### src/rtl/assert_macros.svh
`ifndef ASSERT_MACROS_SVH
`define ASSERT_MACROS_SVH

// Same-cycle implication, checked outside reset.
`define ASSERT_IMPLY(lbl, ck, rn, ante, cons, msg) \
    lbl: assert property (@(posedge ck) disable iff (!rn) (ante) |-> (cons)) \
        else $error(msg);

// Next-cycle implication, checked outside reset.
`define ASSERT_NEXT(lbl, ck, rn, ante, cons, msg) \
    lbl: assert property (@(posedge ck) disable iff (!rn) (ante) |=> (cons)) \
        else $error(msg);

`endif

### src/rtl/rse_pkg.sv
package rse_pkg;

    typedef logic [7:0] gf_t;

    localparam gf_t         GF_POLY_LOW      = 8'h1D;
    localparam int          PC_W             = 6;
    localparam int          CNT_W            = 9;
    localparam int          SUM_W            = 10;
    localparam logic [CNT_W-1:0] CNT_MAX     = 9'd511;
    localparam logic [SUM_W-1:0] FIELD_SIZE  = 10'd256;
    localparam logic [PC_W-1:0]  PC_RESET    = 6'd16;
    localparam logic [0:0]  REG_PARITY_COUNT = 1'b0;

    function automatic gf_t gf_xtime(gf_t a);
        gf_t s;
        s = {a[6:0], 1'b0};
        if (a[7])
        begin
            s = s ^ GF_POLY_LOW;
        end
        return s;
    endfunction

    function automatic gf_t gf_mul(gf_t a, gf_t b);
        gf_t x;
        gf_t r;
        x = a;
        r = '0;
        for (int k = 0; k < 8; k++)
        begin
            if (b[k])
            begin
                r = r ^ x;
            end
            x = gf_xtime(x);
        end
        return r;
    endfunction

endpackage

### src/rtl/rse_gen.sv
// Generator polynomial builder: one (x + alpha^i) factor per cycle.
module rse_gen #(
    parameter int MAX_PARITY = 32,
    localparam int NW = $clog2(MAX_PARITY + 1)
) (
    input  logic                              clk,
    input  logic                              rst_n,
    input  logic                              start,
    input  logic [NW-1:0]                     n,
    output logic                              busy,
    output logic [MAX_PARITY:0][7:0]          coeffs
);

    logic [MAX_PARITY:0][7:0] coeffs_reg;
    logic [MAX_PARITY:0][7:0] coeffs_next;
    rse_pkg::gf_t             root_reg;
    logic [NW-1:0]            step_reg;
    logic                     busy_reg;

    always_comb
    begin
        coeffs_next[0] = coeffs_reg[0];
        for (int k = 1; k <= MAX_PARITY; k++)
        begin
            coeffs_next[k] = coeffs_reg[k] ^ rse_pkg::gf_mul(coeffs_reg[k-1], root_reg);
        end
    end

    always_ff @(posedge clk or negedge rst_n)
    begin
        if (!rst_n)
        begin
            coeffs_reg    <= {{MAX_PARITY{8'h00}}, 8'h01};
            root_reg      <= 8'd1;
            step_reg      <= '0;
            busy_reg      <= 1'b1;
        end
        else if (start)
        begin
            coeffs_reg    <= {{MAX_PARITY{8'h00}}, 8'h01};
            root_reg      <= 8'd1;
            step_reg      <= '0;
            busy_reg      <= 1'b1;
        end
        else if (busy_reg)
        begin
            coeffs_reg <= coeffs_next;
            root_reg   <= rse_pkg::gf_xtime(root_reg);
            step_reg   <= step_reg + NW'(1);
            if (step_reg == n - NW'(1))
            begin
                busy_reg <= 1'b0;
            end
        end
    end

    assign busy   = busy_reg;
    assign coeffs = coeffs_reg;

endmodule
### config.mk
export PLATFORM = sky130hd
export DESIGN_NAME = rse_gen
export DESIGN_NICKNAME = d
export VERILOG_FILES = /design/src/rtl/assert_macros.svh /design/src/rtl/rse_pkg.sv /design/src/rtl/rse_gen.sv
export SDC_FILE = /design/constraint.sdc
export NUM_CORES = 2
export LEC_CHECK = 0
export ABC_AREA = 0
export ABC_CLOCK_PERIOD_IN_PS = 4800
export BUFFER_PORTS_ARGS = -buffer_cell sky130_fd_sc_hd__buf_2
export CORE_ASPECT_RATIO = 0.8
export CORE_MARGIN = 2
export CORE_UTILIZATION = 36
export DETAILED_ROUTE_END_ITERATION = 12
export HOLD_SLACK_MARGIN = 0.06
export RECOVER_POWER = 25
export SLEW_MARGIN = 20
export SYNTH_ARGS = -nofsm -noshare
export SYNTH_HDL_FRONTEND = slang
export SYNTH_SLANG_ARGS = --single-unit
### constraint.sdc
create_clock -name clk -period 4.8 [get_ports clk]
set_input_delay 0.24 -clock clk [delete_from_list [all_inputs] [get_ports clk]]
set_output_delay 0.24 -clock clk [all_outputs]
set_load 0.02 [all_outputs]
# Yosys cells after proc, flatten, opt, wreduce, memory -nomap -nowiden
# Index checks and enable logic that the tools add are counted.
totals:
  reg_bits: 279
  input_bits: 9
  output_inout_bits: 265
  wordCells: 1011
classes:
  add_sub_neg: 2
  eq_ne: 1
  n_mux: 490
  n_bitwise: 481
  n_reduce_logical: 1
ops:
  columns: ["op", "n"]
  rows:
  - ["$mux W8", 258]
  - ["$xor A8 B8 Y8", 256]
  - ["$mux W5", 225]
  - ["$not A4 Y4", 225]
  - ["$mux W264", 2]
  - ["$mux W6", 2]
  - ["$add A6 B1 Y6 const B", 1]
  - ["$eq A6 B6 Y1", 1]
  - ["$sub A6 B1 Y6 const B", 1]
  - ["$mux W1", 3]
  - ["$reduce_bool A2 Y1", 1]

# Depth between registers and ports, before layout
logic_depth:
  depth_word: 19
  mapped_depth: 13
  mapped_depth_nobuf: 8

# Worst setup path before layout
# No wires, ideal clock.
synth_path:
  path_type: "flip-flop to flip-flop"
  startpoint: "register coeffs_reg, in the netlist coeffs[187]"
  endpoint: "register coeffs_reg, in the netlist coeffs[195]"
  setup_time_ps: 125
  arrival_ps: 2320
  slack_ps: 2355
  path_stages_with_launch: 10
  n_path_buf: 1
  path_cell_list: "dfrtp_1 buf_2 xor2_2 xnor2_1 nand2_1 xnor2_1 xnor2_1 xnor3_1 nor2_1 mux2_2"
synth_between:
  elab_chain_len: 18
synth_rtl:
  columns: ["element", "line", "rtl"]
  rows:
  - ["start, declared", "rse_gen.sv:14", "logic [MAX_PARITY:0][7:0] coeffs_reg;"]
  - ["start signal, assigned", "rse_gen.sv:33", "coeffs_reg <= {{MAX_PARITY{8'h00}}, 8'h01};"]
  - ["start signal, assigned", "rse_gen.sv:40", "coeffs_reg <= {{MAX_PARITY{8'h00}}, 8'h01};"]
  - ["start signal, assigned", "rse_gen.sv:47", "coeffs_reg <= coeffs_next;"]
  - ["$mux W8", "rse_pkg.sv:31", "if (b[k])"]
  - ["$xor A8 B8 Y8", "rse_pkg.sv:33", "r = r ^ x;"]
  - ["$mux W8", "rse_pkg.sv:31", null]
  - ["$xor A8 B8 Y8", "rse_pkg.sv:33", null]
  - ["$mux W8", "rse_pkg.sv:31", null]
  - ["$xor A8 B8 Y8", "rse_pkg.sv:33", null]
  - ["$mux W8", "rse_pkg.sv:31", null]
  - ["$xor A8 B8 Y8", "rse_pkg.sv:33", null]
  - ["[... 2 more ...]", null, null]
  - ["$mux W8", "rse_pkg.sv:31", null]
  - ["$xor A8 B8 Y8", "rse_pkg.sv:33", null]
  - ["$mux W8 *", "rse_pkg.sv:31", null]
  - ["$xor A8 B8 Y8", "rse_pkg.sv:33", null]
  - ["$mux W8 *", "rse_pkg.sv:31", null]
  - ["$xor A8 B8 Y8 *", "rse_gen.sv:25", "coeffs_next[k] = coeffs_reg[k] ^ rse_pkg::gf_mul(coeffs_reg[k-1], root_reg);"]
  - ["$mux W264 *", "rse_gen.sv:45", "else if (busy_reg)"]
  - ["$mux W264 *", "rse_gen.sv:38", "else if (start)"]
# Every way passes the cells marked *; elsewhere a longest branch is shown, timed or not. The select of a mux whose other input is x is not followed.
# A chain may end at the register's enable or synchronous reset.

==> flow_metrics.tcl <==
set metrics [dict create \
    track_usage_pct 23.1 \
    ctsResizeCount 0 \
    ys_seq_elements 272 \
    rsz0062_at_grt "false" \
    wire_per_inst_um 20.8 \
    ys_seq_area_share_pct 13.9 \
    cts_buffer_depth 3 \
    netlist_area_sq_um 48900 \
    start_kind "input pin" \
    drive_above_1_share_pct 8.10 \
    skew_ns 0.0249 \
    dieWidth_um 416 \
    fmax_mhz 283 \
    cpMaxStageDelayCell "clkbuf_2" \
    vias 40600 \
    place_congestion 0.821 \
    portBuffers 266 \
    largest_reg_flops 257 \
    grt_max_degree 151 \
    async_flop_share_pct 100 \
    finalSetupViolCount 0 \
    htreeDepth 2 \
    fin_setup_tns_ns 0 \
    synthFlopType "dfrtp_1" \
    synth_cell_type_count 58 \
    cp.required_ns 5.22 \
    cts_buffers 43 \
    avgSynthCellArea_sq_um 7.76 \
    worst_setup_path_end_kind "asynchronous set/reset pin" \
    power_w 0.0313 \
    dieArea_sq_um 139000 \
    grt_pass1_vias 40100 \
    cts.clk_slew.worst_paths_ns 0.06 \
    rows 120 \
    core_sq_um 134000 \
    viasPerCell 5.16 \
    p_leak_nw 21.0 \
    synth_edf_count 0 \
    crit_arrival_ns 3.96 \
    ant_nets 0 \
    drc_errors 0 \
    period_needed_ns 3.54 \
    tightestPinTransition_ns 2.78 \
    min_path_type "reg2reg" \
    path_class "in2async" \
    syn_inst 6295 \
    grt_pass1_wl_um 253000 \
    drt-initial-drc-count 3251 \
    die_y_um 334 \
    firstDrtPassIters 6 \
    cts_sinks 272 \
    antenna_found_initial 3 \
    maxSlewViolCount 173 \
    worstPathCellList "dlygate4sd3_1 > clkbuf_2 > clkbuf_2" \
    grt-ovfl-total 0 \
    finalNetCount 6079 \
    violations "capacitance limit, slew limit" \
    cts_tree "built" \
    final-hold-violation-count 0 \
    drv_cap 2 \
    clk_latency_ns 0.64 \
    powerDensity_nw_per_um2 603 \
    slew_headroom_pct -85.3 \
    vdd_drop_max_uv 323 \
    yosysWarnings 0 \
    worstPathMaxFanout 84 \
    area_growth_pct 6.26 \
    cp_slowest_stage_delay_ns 1.90 \
    wirelength_um 164000 \
    start_util_pct 36.4 \
    status "finished with violations" \
    cpMostUsedCell "clkbuf_2" \
    post-dp-hpwl_um 101000 \
    period_share_pct 73.7 \
    cts-root-buf "clkbuf_16" \
    boundaryPins 274 \
]
-- cell families after synthesis --
kind of cell / Yosys count / share of synthesized area, %
simple gates: 2337 / 19.0
buf+inv: 638 / 6.01
fa+ha+maj: 2 / 0.0512
compound gates: 378 / 5.22
mux: 133 / 2.76
xor+xnor: 2534 / 53.1
other cells: 1 / 0.00767
flops: 272 / 13.9
-- cells in the mapped netlist (all sizes together) (11+ instances only) --
cell type | count | share of area (%)
a211oi | 14 | 0.22
a21oi | 106 | 1.1
a22oi | 115 | 1.8
a31o | 40 | 0.72
buf | 437 | 4.5
clkbuf | 176 | 1.4
dfrtp | 269 | 14
inv | 21 | 0.16
mux2 | 14 | 0.32
mux2i | 119 | 2.4
nand2 | 1740 | 13
nand2b | 117 | 1.5
nand3 | 11 | 0.11
nor2 | 402 | 3.1
nor2b | 23 | 0.29
nor3b | 11 | 0.17
o21ai | 53 | 0.54
xnor2 | 1484 | 27
xnor3 | 195 | 9.0
xor2 | 799 | 15
xor3 | 56 | 2.7
-- final timing paths --
check	endpoint	from	slack, ns	depth (start not counted)
setup / recovery	root_reg[5]	rst_n	1.26	3
hold / removal	coeffs[260]	coeffs[260]	0.54	2
setup reg to reg	coeffs[44]	root_reg[5]	1.40	9
hold reg to reg	coeffs[260]	coeffs[260]	0.54	2
max in group clk	coeffs[44]	root_reg[5]	1.40	9
min in group asynchronous	coeffs[50]	rst_n	1.05	2
-- per-stage QoR --
step / hold slack, ns / cells / setup slack (ns) / util, % / area (sq um)
6_report: 0.542 / 7869 / 1.26 / 38.7 / 51900
3_5_place_dp: 0.363 / 7786 / 1.48 / 37.5 / 50400
5_1_grt: 0.590 / 7868 / 0.650 / 38.7 / 51900
4_1_cts: 0.285 / 7868 / 1.41 / 38.7 / 52000
3_3_place_gp: 0.366 / 7786 / 1.45 / 37.5 / 50400
2_1_floorplan: -0.0556 / 6301 / 2.36 / - / 48900
-- final cells by class --
type,instances,area (sq um)
flip-flops and latches,272,6840
repair buffers,335,2080
clock inverters,9,148
multi-input cells,5391,39200
clock buffers,67,1360
well taps,1769,2210
inverters,25,96.3
diodes,1,2.50
fillers,13800,82300
-- cells in the final DEF, fill, tap and decap left out, drive strengths merged, types with 11 or more instances in the layout --
cell	instances
nand2	1740
xnor2	1484
xor2	799
nor2	402
buf	310
dfrtp	269
xnor3	195
mux2i	119
nand2b	117
a22oi	115
a21oi	106
clkbuf	86
xor3	56
o21ai	53
a31o	40
nor2b	23
inv	20
a211oi	14
mux2	14
nor3b	11
nand3	11
-- report_power, final --
group          internal (W)  switching [W]  leakage (nW)
clock               0.00214        0.00141         0.743
sequential          0.00301        0.00366          3.69
combinational        0.0101         0.0110          16.5
-- repair_timing --
| action | 4_1_cts | 5_1_grt |
|---|---|---|
| buffers inserted | 0 | 0 |
| endpoints found under the hold margin | 82 | 0 |
| hold buffers | 6 | 0 |
-- routing by layer --
layer	track usage [%]	wire length, um	share of wire [%]
met1	31.7	73200	45
met2	36.8	73100	45
met4	7.37	5290	3.2
met3	3.90	12000	7.3
met5	0	0	0
-- worst max-delay path, delay by kind of cell --
family	cells	cell delay [ns]
buffers and inverters	3	3.57
Power figures use the tool's default switching activity.
